$ cat config.mk
export PLATFORM = sky130hd
export DESIGN_NAME = two_key_sorted_priority_queue_flat
export DESIGN_NICKNAME = d
export VERILOG_FILES = /design/src/tkspq_pkg.sv /design/src/tkspq_if.sv /design/src/tkspq_ctrl.sv /design/src/tkspq_datapath.sv /design/src/two_key_sorted_priority_queue.sv /design/src/flat_wrapper.sv
export SDC_FILE = /design/constraint.sdc
export NUM_CORES = 2
export LEC_CHECK = 0
export ABC_AREA = 1
export ABC_CLOCK_PERIOD_IN_PS = 4700
export BUFFER_PORTS_ARGS = -buffer_cell sky130_fd_sc_hd__buf_2
export CORE_UTILIZATION = 58
export DETAILED_ROUTE_END_ITERATION = 16
export PLACE_DENSITY = 0.75
export SLEW_MARGIN = 20
export SYNTH_ARGS = -nofsm -noshare
export SYNTH_HDL_FRONTEND = slang
export SYNTH_SLANG_ARGS = --single-unit
$ cat constraint.sdc
create_clock -name clk_i -period 4.7 [get_ports clk_i]
set_input_delay 0.94 -clock clk_i [delete_from_list [all_inputs] [get_ports clk_i]]
set_output_delay 0.94 -clock clk_i [all_outputs]
set_load 0.02 [all_outputs]
$ cat src/tkspq_pkg.sv
`timescale 1ns / 1ps
// Package for the two-key sorted priority queue.
// Field widths, action and status codes, entry type and controller/datapath structs.
package tkspq_pkg;

  localparam int unsigned DEFAULT_QUEUE_DEPTH = 16;

  localparam int unsigned ACT_W    = 2;
  localparam int unsigned TAG_W    = 16;
  localparam int unsigned KEY_W    = 16;
  localparam int unsigned STATUS_W = 2;

  typedef enum logic [ACT_W-1:0] {
    ACT_ENQUEUE = 2'd0,
    ACT_DEQUEUE = 2'd1,
    ACT_DRAIN   = 2'd2
  } action_e;

  typedef enum logic [STATUS_W-1:0] {
    STAT_OK    = 2'd0,
    STAT_EMPTY = 2'd1,
    STAT_FULL  = 2'd2
  } status_e;

  // One stored entry, ordered by {primary, secondary}
  typedef struct packed {
    logic [TAG_W-1:0] tag;
    logic [KEY_W-1:0] pri;
    logic [KEY_W-1:0] sec;
  } entry_t;

  typedef enum logic [1:0] {
    DP_NONE,
    DP_INSERT,
    DP_POP
  } dp_op_e;

  typedef enum logic [1:0] {
    ST_IDLE,
    ST_RESP,
    ST_DRAIN
  } ctrl_state_e;

  // Controller -> datapath
  typedef struct packed {
    dp_op_e  op;
    logic    res_load;
    status_e res_status;
    logic    res_last;
  } dp_cmd_t;

  // Datapath -> controller
  typedef struct packed {
    logic empty;
    logic full;
    logic one;
  } dp_sts_t;

endpackage

$ cat src/tkspq_if.sv
`timescale 1ns / 1ps
// Valid/ready channel interfaces for the queue: request and result channels.
// Depends on tkspq_pkg for field widths.
interface tkspq_in_if import tkspq_pkg::*; ();
  logic             valid;
  logic             ready;
  logic [ACT_W-1:0] action;
  logic [TAG_W-1:0] entry_tag;
  logic [KEY_W-1:0] primary_key;
  logic [KEY_W-1:0] secondary_key;

  modport source (output valid, action, entry_tag, primary_key, secondary_key,
                  input ready);
  modport sink   (input valid, action, entry_tag, primary_key, secondary_key,
                  output ready);
endinterface

interface tkspq_out_if import tkspq_pkg::*; ();
  logic                valid;
  logic                ready;
  logic [TAG_W-1:0]    out_tag;
  logic [KEY_W-1:0]    out_primary;
  logic [KEY_W-1:0]    out_secondary;
  logic [STATUS_W-1:0] status;
  logic                last;

  modport source (output valid, out_tag, out_primary, out_secondary, status, last,
                  input ready);
  modport sink   (input valid, out_tag, out_primary, out_secondary, status, last,
                  output ready);
endinterface

$ cat src/tkspq_ctrl.sv
`timescale 1ns / 1ps
// Controller FSM of the sorted queue: decodes requests, sequences drains.
// Depends on tkspq_pkg; drives the datapath through dp_cmd_t.
module tkspq_ctrl import tkspq_pkg::*; (
  input  logic             clk_i,
  input  logic             rst_ni,
  input  logic             in_valid_i,
  input  logic [ACT_W-1:0] in_action_i,
  input  logic             out_ready_i,
  input  dp_sts_t          sts_i,
  output logic             in_ready_o,
  output logic             out_valid_o,
  output dp_cmd_t          cmd_o
);

  ctrl_state_e state_q, state_d;
  action_e     act;

  assign act = action_e'(in_action_i);

  // State register
  always_ff @(posedge clk_i or negedge rst_ni) begin
    if (!rst_ni) begin
      state_q <= ST_IDLE;
    end else begin
      state_q <= state_d;
    end
  end

  // Next state
  always_comb begin
    state_d = state_q;
    case (state_q)
      ST_IDLE: begin
        if (in_valid_i) begin
          case (act)
            ACT_ENQUEUE: state_d = ST_RESP;
            ACT_DEQUEUE: state_d = ST_RESP;
            ACT_DRAIN:   state_d = sts_i.empty ? ST_RESP : ST_DRAIN;
            default:     state_d = ST_IDLE;
          endcase
        end
      end
      ST_RESP: begin
        if (out_ready_i) state_d = ST_IDLE;
      end
      ST_DRAIN: begin
        // queue empty means the last drained entry is the one being taken
        if (out_ready_i && sts_i.empty) state_d = ST_IDLE;
      end
      default: state_d = ST_IDLE;
    endcase
  end

  // Outputs and datapath commands
  always_comb begin
    in_ready_o        = 1'b0;
    out_valid_o       = 1'b0;
    cmd_o.op          = DP_NONE;
    cmd_o.res_load    = 1'b0;
    cmd_o.res_status  = STAT_OK;
    cmd_o.res_last    = 1'b1;
    case (state_q)
      ST_IDLE: begin
        in_ready_o = 1'b1;
        if (in_valid_i) begin
          case (act)
            ACT_ENQUEUE: begin
              cmd_o.res_load   = 1'b1;
              cmd_o.res_status = sts_i.full ? STAT_FULL : STAT_OK;
              cmd_o.op         = sts_i.full ? DP_NONE : DP_INSERT;
            end
            ACT_DEQUEUE: begin
              cmd_o.res_load   = 1'b1;
              cmd_o.res_status = sts_i.empty ? STAT_EMPTY : STAT_OK;
              cmd_o.op         = sts_i.empty ? DP_NONE : DP_POP;
            end
            ACT_DRAIN: begin
              cmd_o.res_load   = 1'b1;
              cmd_o.res_status = sts_i.empty ? STAT_EMPTY : STAT_OK;
              cmd_o.op         = sts_i.empty ? DP_NONE : DP_POP;
              cmd_o.res_last   = sts_i.empty | sts_i.one;
            end
            default: begin
              cmd_o.res_load = 1'b0;
            end
          endcase
        end
      end
      ST_RESP: begin
        out_valid_o = 1'b1;
      end
      ST_DRAIN: begin
        out_valid_o = 1'b1;
        // next head goes out as soon as the current one is taken
        if (out_ready_i && !sts_i.empty) begin
          cmd_o.op       = DP_POP;
          cmd_o.res_load = 1'b1;
          cmd_o.res_last = sts_i.one;
        end
      end
      default: begin
        in_ready_o = 1'b0;
      end
    endcase
  end

endmodule

$ cat src/tkspq_datapath.sv
`timescale 1ns / 1ps
// Datapath of the sorted queue: shift-register cells with per-cell compare,
// entry count and result register. Depends on tkspq_pkg.
module tkspq_datapath import tkspq_pkg::*; #(
  parameter int unsigned QUEUE_DEPTH = DEFAULT_QUEUE_DEPTH
) (
  input  logic             clk_i,
  input  logic             rst_ni,
  input  dp_cmd_t          cmd_i,
  input  logic [TAG_W-1:0] entry_tag_i,
  input  logic [KEY_W-1:0] primary_key_i,
  input  logic [KEY_W-1:0] secondary_key_i,
  output dp_sts_t          sts_o,
  output entry_t           res_o,
  output status_e          res_status_o,
  output logic             res_last_o
);

  localparam int unsigned CntW = $clog2(QUEUE_DEPTH + 1);

  entry_t              cells_q [QUEUE_DEPTH];
  logic [CntW-1:0]     count_q, count_d;
  logic [QUEUE_DEPTH-1:0] geq;   // cell sorts at or after the new entry (empty = +inf)
  entry_t              new_entry;
  entry_t              res_q;
  status_e             res_status_q;
  logic                res_last_q;

  assign new_entry = '{tag: entry_tag_i, pri: primary_key_i, sec: secondary_key_i};

  // Parallel compare of every cell against the incoming key pair
  always_comb begin
    for (int i = 0; i < QUEUE_DEPTH; i++) begin
      geq[i] = (CntW'(i) >= count_q) ||
               ({cells_q[i].pri, cells_q[i].sec} >= {primary_key_i, secondary_key_i});
    end
  end

  // Cells: insert shifts the tail up one, pop shifts everything down one
  for (genvar g = 0; g < QUEUE_DEPTH; g++) begin : g_cell
    always_ff @(posedge clk_i) begin
      if (cmd_i.op == DP_INSERT) begin
        if (g > 0 && geq[(g > 0) ? g - 1 : 0]) begin
          cells_q[g] <= cells_q[(g > 0) ? g - 1 : 0];
        end else if (geq[g]) begin
          cells_q[g] <= new_entry;
        end
      end else if (cmd_i.op == DP_POP) begin
        if (g < QUEUE_DEPTH - 1) begin
          cells_q[g] <= cells_q[(g < QUEUE_DEPTH - 1) ? g + 1 : g];
        end
      end
    end
  end

  // Entry count
  always_comb begin
    count_d = count_q;
    case (cmd_i.op)
      DP_INSERT: count_d = count_q + CntW'(1);
      DP_POP:    count_d = count_q - CntW'(1);
      default:   count_d = count_q;
    endcase
  end

  always_ff @(posedge clk_i or negedge rst_ni) begin
    if (!rst_ni) begin
      count_q <= '0;
    end else begin
      count_q <= count_d;
    end
  end

  // Result register: head entry on a pop, zero otherwise
  always_ff @(posedge clk_i) begin
    if (cmd_i.res_load) begin
      res_q        <= (cmd_i.op == DP_POP) ? cells_q[0] : '0;
      res_status_q <= cmd_i.res_status;
      res_last_q   <= cmd_i.res_last;
    end
  end

  assign sts_o.empty  = (count_q == '0);
  assign sts_o.full   = (count_q == CntW'(QUEUE_DEPTH));
  assign sts_o.one    = (count_q == CntW'(1));
  assign res_o        = res_q;
  assign res_status_o = res_status_q;
  assign res_last_o   = res_last_q;

endmodule

$ cat src/two_key_sorted_priority_queue.sv
`timescale 1ns / 1ps
// Top level of the two-key sorted priority queue: controller plus datapath.
// Depends on tkspq_pkg, tkspq_if, tkspq_ctrl and tkspq_datapath.
//
//   Channel | Modport | Transaction
//   in_i    | sink    | one request: enqueue, dequeue or drain
//   out_o   | source  | one result entry with status and last flag
//
// Enqueue and dequeue: the accept cycle also does the parallel insert or shift,
// then the registered result is shown on out_o until it is taken.
// A drain pops one head per result transaction, the first in the accept cycle.
// No request is accepted while a result is pending. Reset clears the entry count
// and the controller; cell contents need no reset. Stalls on out_o hold the result.
module two_key_sorted_priority_queue import tkspq_pkg::*; #(
  parameter int unsigned QUEUE_DEPTH = DEFAULT_QUEUE_DEPTH
) (
  input  logic       clk_i,
  input  logic       rst_ni,
  tkspq_in_if.sink   in_i,
  tkspq_out_if.source out_o
);

  dp_cmd_t cmd;
  dp_sts_t sts;
  entry_t  res;
  status_e res_status;
  logic    res_last;

  tkspq_ctrl u_ctrl (
    .clk_i       (clk_i),
    .rst_ni      (rst_ni),
    .in_valid_i  (in_i.valid),
    .in_action_i (in_i.action),
    .out_ready_i (out_o.ready),
    .sts_i       (sts),
    .in_ready_o  (in_i.ready),
    .out_valid_o (out_o.valid),
    .cmd_o       (cmd)
  );

  tkspq_datapath #(
    .QUEUE_DEPTH (QUEUE_DEPTH)
  ) u_datapath (
    .clk_i           (clk_i),
    .rst_ni          (rst_ni),
    .cmd_i           (cmd),
    .entry_tag_i     (in_i.entry_tag),
    .primary_key_i   (in_i.primary_key),
    .secondary_key_i (in_i.secondary_key),
    .sts_o           (sts),
    .res_o           (res),
    .res_status_o    (res_status),
    .res_last_o      (res_last)
  );

  assign out_o.out_tag       = res.tag;
  assign out_o.out_primary   = res.pri;
  assign out_o.out_secondary = res.sec;
  assign out_o.status        = res_status;
  assign out_o.last          = res_last;

`ifndef SYNTHESIS
  // Requests are blocked while a result is pending
  a_no_overlap: assert property (@(posedge clk_i) disable iff (!rst_ni)
    out_o.valid |-> !in_i.ready)
    else $error("request accepted while a result is pending");

  // Enqueue on a full queue reports full
  a_full_status: assert property (@(posedge clk_i) disable iff (!rst_ni)
    (in_i.valid && in_i.ready && in_i.action == ACT_ENQUEUE && sts.full)
      |=> (out_o.valid && out_o.status == STAT_FULL))
    else $error("full enqueue not reported");

  // A drain result that is not the last is followed by another result
  a_drain_continues: assert property (@(posedge clk_i) disable iff (!rst_ni)
    (out_o.valid && out_o.ready && !out_o.last) |=> out_o.valid)
    else $error("drain stopped before its last entry");

  // After the last result the block is ready for a new request
  a_last_frees: assert property (@(posedge clk_i) disable iff (!rst_ni)
    (out_o.valid && out_o.ready && out_o.last) |=> in_i.ready)
    else $error("block not idle after last result");
`endif

endmodule

$ cat src/flat_wrapper.sv
// flat-port wrapper written by rule: the top's interface ports become plain ports
module two_key_sorted_priority_queue_flat import tkspq_pkg::*;
#(
  parameter int unsigned QUEUE_DEPTH = DEFAULT_QUEUE_DEPTH
)
  (clk_i, rst_ni, in_i_valid, in_i_action, in_i_entry_tag, in_i_primary_key, in_i_secondary_key, in_i_ready, out_o_valid, out_o_out_tag, out_o_out_primary, out_o_out_secondary, out_o_status, out_o_last, out_o_ready);
  tkspq_in_if in_i_i ();
  tkspq_out_if out_o_i ();
  input  logic clk_i;
  input  logic rst_ni;
  input wire logic [$bits(in_i_i.valid)-1:0] in_i_valid;
  input wire logic [$bits(in_i_i.action)-1:0] in_i_action;
  input wire logic [$bits(in_i_i.entry_tag)-1:0] in_i_entry_tag;
  input wire logic [$bits(in_i_i.primary_key)-1:0] in_i_primary_key;
  input wire logic [$bits(in_i_i.secondary_key)-1:0] in_i_secondary_key;
  output wire logic [$bits(in_i_i.ready)-1:0] in_i_ready;
  output wire logic [$bits(out_o_i.valid)-1:0] out_o_valid;
  output wire logic [$bits(out_o_i.out_tag)-1:0] out_o_out_tag;
  output wire logic [$bits(out_o_i.out_primary)-1:0] out_o_out_primary;
  output wire logic [$bits(out_o_i.out_secondary)-1:0] out_o_out_secondary;
  output wire logic [$bits(out_o_i.status)-1:0] out_o_status;
  output wire logic [$bits(out_o_i.last)-1:0] out_o_last;
  input wire logic [$bits(out_o_i.ready)-1:0] out_o_ready;
  assign in_i_i.valid = in_i_valid;
  assign in_i_i.action = in_i_action;
  assign in_i_i.entry_tag = in_i_entry_tag;
  assign in_i_i.primary_key = in_i_primary_key;
  assign in_i_i.secondary_key = in_i_secondary_key;
  assign in_i_ready = in_i_i.ready;
  assign out_o_valid = out_o_i.valid;
  assign out_o_out_tag = out_o_i.out_tag;
  assign out_o_out_primary = out_o_i.out_primary;
  assign out_o_out_secondary = out_o_i.out_secondary;
  assign out_o_status = out_o_i.status;
  assign out_o_last = out_o_i.last;
  assign out_o_i.ready = out_o_ready;
  two_key_sorted_priority_queue #(.QUEUE_DEPTH(QUEUE_DEPTH)) u_core (.clk_i(clk_i), .rst_ni(rst_ni), .in_i(in_i_i), .out_o(out_o_i));
endmodule
# Yosys cells after proc, flatten, opt, wreduce, memory -nomap -nowiden
# Memory sizes are Yosys's and may differ from the RTL's.
# Cells that the tools add are included.
[op_classes] n_lt_le_gt_ge=32 addsub=2 n_eq_ne=11 bitwise_logic=31 mux=146 reduce_logical=29
[ops] cell="48-bit 2-to-1 mux" n=30
[ops] cell="32-bit greater-or-equal comparator" n=16
[ops] cell="1-bit 2-to-1 mux" n=101
[ops] cell="4-bit by 5-bit greater-or-equal comparator with 1-bit output, first input constant" n=8
[ops] cell="1-bit bitwise OR" n=31
[ops] cell="3-bit by 5-bit greater-or-equal comparator with 1-bit output, first input constant" n=4
[ops] cell="1-bit logical OR" n=16
[ops] cell="2-bit 2-to-1 mux" n=6
[ops] cell="2-bit case mux with 2 select lines" n=3
[ops] cell="1-bit by 5-bit greater-or-equal comparator with 1-bit output, first input constant" n=2
[ops] cell="2-bit by 5-bit greater-or-equal comparator with 1-bit output, first input constant" n=2
[ops] cell="5-bit case mux with 2 select lines" n=1
[ops] cell="2-bit by 1-bit equality test with 1-bit output, second input constant" n=3
[ops] cell="2-bit equality test, second input constant" n=3
[ops] cell="6-bit 2-to-1 mux" n=1
[ops] cell="2-bit inequality test, second input constant" n=3
[ops] cell="2-bit case mux with 3 select lines" n=1
[ops] cell="3-bit case mux with 2 select lines" n=1
[ops] cell="2-bit OR reduction" n=3
[ops] cell="5-bit by 1-bit adder with 5-bit output, second input constant" n=1
[ops] cell="5-bit by 1-bit equality test with 1-bit output, second input constant" n=1
[ops] cell="5-bit equality test, second input constant" n=1
[ops] cell="5-bit zero test" n=1
[ops] cell="5-bit by 1-bit subtractor with 5-bit output, second input constant" n=1
[ops] cell="other kinds (9)" n=11
[totals] mem_count=1 register_bits=58 mem_bits_rw=768 wordCells=259 in_bits=54
[mem_list] name="u_core.u_datapath.cells_q" words=16 width=48 read_ports=16 rd_ports_with_merged_regs=0 wr=16 line="tkspq_datapath.sv:21" rtl="entry_t cells_q [QUEUE_DEPTH];"

# Logic depth before layout (Yosys ltp)
[logic_depth] depth_word=10 depth_mapped=21 ltp_nobuf=19

# Hierarchy
# Synthesis repeated with hierarchy kept, for this count alone.
[hier_totals] hier_cells=7411 hier_area_um2=57592.7
[by_module_without_submodules] mod="tkspq_datapath" n_inst=1 seq_area_each_um2=24718.7 cells_per_inst=7357 area_each_um2=57258.7
[by_module_without_submodules] mod="tkspq_ctrl" n_inst=1 seq_area_each_um2=50.0 cells_per_inst=54 area_each_um2=334.1

# Worst setup path before layout
# OpenSTA, ideal clock, no wires.
[synth_path] path_type="input -> register" from="in in_i_action[0]" to="reg u_core.u_datapath.res_last_q (netlist: u_core.u_datapath.res_last_o), enable pin" n_path_buf=0 setup_ns=0.530 arrival_ns=4.752 stages=2 setup_slack_ns=-0.582 required_ns=4.170 path_cell_list="ha_1 o21ai_0"
[synth_rtl] item="start, declared" line="flat_wrapper.sv:12" rtl="input wire logic [$bits(in_i_i.action)-1:0] in_i_action;"
[synth_rtl] item="end signal, assigned" line="tkspq_datapath.sv:79" rtl="res_last_q <= cmd_i.res_last;"
[synth_rtl] item="end, declared" line="tkspq_datapath.sv:27" rtl="logic res_last_q;"

==> flow_metrics.py <==
metrics = {
    "global_route": {
        "overflow": 0,
        "antenna_found_initial": 3,
        "grt_max_degree": 211,
        "grt_pass1_vias": 47399,
        "grt_first_pass_wirelength_mm": 262,
        "track_usage": 0.327,
    },
    "routing": {
        "drt_iter0_markers": 6381,
        "drc": 0,
        "drtPass1Iterations": 6,
        "antenna_left": 0,
        "wire_per_inst_um": 19.1,
        "vias": 50686,
        "wl_mm": 166,
        "vias_per_cell": 5.84,
    },
    "synthesis": {
        "synth-xor-area-share": 0.000763,
        "synth_top_family_by_area": "simple AND/OR/NAND/NOR gates",
        "synth_top_area_frac": 0.428,
        "yosysTopAreaCell": "edfxtp_1",
        "synth_compound_area_frac": 0.0472,
        "ys_warn_count": 0,
        "ys.flop_type": "edfxtp_1",
        "syn_area_mm2": 0.0574,
        "postSynthCellCount": 7378,
        "synthAdderAreaFrac": 0.115,
        "synth.area.top_cells": "edfxtp_1 43%, nand2_1 18%, ha_1 11%, nand3_1 6.5%, nand4_1 5.7%",
        "ys_ff_latch": 826,
        "yosys.cell_types.count": 36,
        "synth_mux_area_frac": 0,
        "syn-num-nets": 7958,
        "synth_common_cells": "2718 x nand2_1, 860 x inv_1, 819 x edfxtp_1, 741 x nand3_1, 526 x ha_1",
        "synth-simple-area-share": 0.313,
        "synth_edf_count": 819,
        "synth.most_common_cell": "nand2_1",
        "syn_avg_cell_area_um2": 7.78,
        "async_flop_share": 0.00847,
        "yosysSeqAreaShare": 0.431,
    },
    "min_path": {
        "min_path_type": "in -> async",
    },
    "layout": {
        "finalNetCount": 7883,
        "drive_gt1_frac": 0.0671,
        "stdcell_count": 8672,
        "design_area_mm2": 0.0628,
        "area_delta_synth_final_pct": 9.34,
        "num-fill-cells": 8504,
    },
    "setup_path": {
        "startpoint": "u_core.u_datapath.count_q[1]",
        "cp_max_fo": 165,
        "reg2reg_slack_ns": 0.36,
        "r2r.worst_path.cells": 13,
        "start_kind": "flip-flop",
        "crit_type": "reg -> reg",
        "regToRegStartpoint": "u_core.u_datapath.count_q[1]",
        "rr_endpoint": "u_core.u_datapath.cells_q[1][206]",
        "required_ns": 5.03,
        "setup.worst_path.end_class": "flip-flop",
        "cp_data_arrival_time_ns": 4.67,
    },
    "timing": {
        "hold_viol": 0,
        "slew_violations": 0,
        "finalCritPeriodShare": 0.924,
        "setup_viol": 0,
        "layout_setup_ws_ns": 0.356,
        "setup_tns_ns": 0,
        "clock.fmax_mhz": 230,
        "relSlewSlack": 0.167,
        "rsz0062_at_grt": "false",
        "fin_skew_ns": 0.0248,
        "worstMarginPinSlew_ns": 1.25,
        "fin_crit_ns": 4.34,
    },
    "clock_network": {
        "cts_buffers": 95,
        "cts_resized": 0,
        "cts_hold_buf": 0,
        "clk_latency_ns": 0.68,
        "cts.sinks": 826,
        "cts_root_buffer": "clkbuf_16",
        "clk_pin_slew_ns": 0.06,
        "htree_levels": 3,
        "cts_tree": "yes",
        "clk_path_buf_depth": 3,
        "post-cts-setup-buffers": 0,
    },
    "pwr": {
        "pwr_density_cell_mw_per_mm2": 641,
        "power_mw": 40.2,
        "leakagePower_nw": 30.9,
        "ir_drop_v": 0.000399,
    },
    "place": {
        "hpwl_mm": 119,
        "dp.cells": 8493,
        "post-place-ws_ns": 0.303,
        "gp_congestion": 0.926,
        "io_buffer_count": 106,
        "dpl_cell_area_mm2": 0.0597,
    },
    "floorplanning": {
        "pin_count": 107,
        "die-area_mm2": 0.100,
        "initial_core_util": 0.584,
        "num_rows": 115,
        "die-height_um": 317,
        "die_x_um": 317,
        "core_mm2": 0.0983,
    },
    "flow_run": {
        "maxCapViolations": 0,
    },
    "run_status": {
        "outcome": "completed",
    },
}
-- cells in the final DEF (no fill, tap or decap), drive strengths merged, types with 3 or more instances in the layout --
cell / instances
inv: 878
diode: 5
nor3: 21
nand3b: 6
ha: 526
clkinv: 41
nor4: 7
nand2: 2723
edfxtp: 819
xor2: 3
o21bai: 13
nand4: 524
nand3: 744
a21oi: 245
nor2: 126
and3: 4
clkbuf: 119
bufinv: 10
o21a: 22
a21o: 5
dfrtp: 7
buf: 301
o21ai: 225
-- logic make-up (layout without fill, tap and decap cells) --
family	Yosys count	count (layout)
simple gates	4158	4158
buf+inv	1347	1349
flops	826	826
fa+ha+maj	526	526
compound gates	516	516
xor+xnor	5	5
other cells	0	5
-- layout make-up --
type	instances	area, um2	share of cell area
Antenna cell	5	12.5	0.000199
Clock buffer	119	2550	0.0406
Sequential cell	826	24800	0.395
Tap cell	1287	1610	0.0257
Multi-Input combinational cell	5205	27500	0.438
Inverter	874	3290	0.0524
Timing Repair Buffer	301	2530	0.0403
Clock inverter	55	512	0.00815
-- worst max-delay path, stage by stage (launching register included) --
cell and delay (ns):
dfrtp_1 0.47, inv_1 0.22, ha_1 0.32, nand2_1 0.09
nor2_1 0.30, nor2_1 0.11, nand2_1 0.13, o21ai_0 0.20
inv_1 0.15, ha_4 0.41, buf_12 0.55, nand2_1 0.31
nand3_2 0.14, buf_4 0.35
-- metal layers --
metal | routed length [um] | track usage
met5 | 0 | 0
met3 | 15700 | 0.0430
met4 | 4570 | 0.104
met1 | 72900 | 0.481
met2 | 72400 | 0.498
-- power by group --
group	total [mW]	switching [mW]	internal [mW]
clock	7.51	3.14	4.37
sequential	14.7	1.90	12.8
combinational	18.0	12.5	5.49
total	40.2	17.6	22.6
-- how the worst max path moves through the flow --
stage	to	slack (ns)
2_1_floorplan	u_core.u_datapath.cells_q[0][336]	0.02
3_3_place_gp	u_core.u_datapath.cells_q[0][45]	0.34
3_5_place_dp	u_core.u_datapath.cells_q[0][44]	0.30
4_1_cts	u_core.u_datapath.cells_q[0][258]	0.49
5_1_grt	u_core.u_datapath.cells_q[0][250]	0.13
6_report	u_core.u_datapath.cells_q[1][206]	0.36
-- flip-flops by register name (all words and copies together) (netlist names) --
signal and cells:
u_core.u_ctrl.state_q 2, u_core.u_datapath.cells_q 768, u_core.u_datapath.count_q 5, u_core.u_datapath.res_last_o 1, u_core.u_datapath.res_o 48, u_core.u_datapath.res_status_o 2
-- per-stage QoR --
stage                     utilization  hold WS [ns]
after floorplan                     -         0.495
after global placement          0.607         0.497
after detailed placement        0.607         0.502
after CTS                       0.639        0.0845
after global routing            0.639         0.107
final                           0.639         0.112
Note: power is estimated with default switching activity, not from simulation.
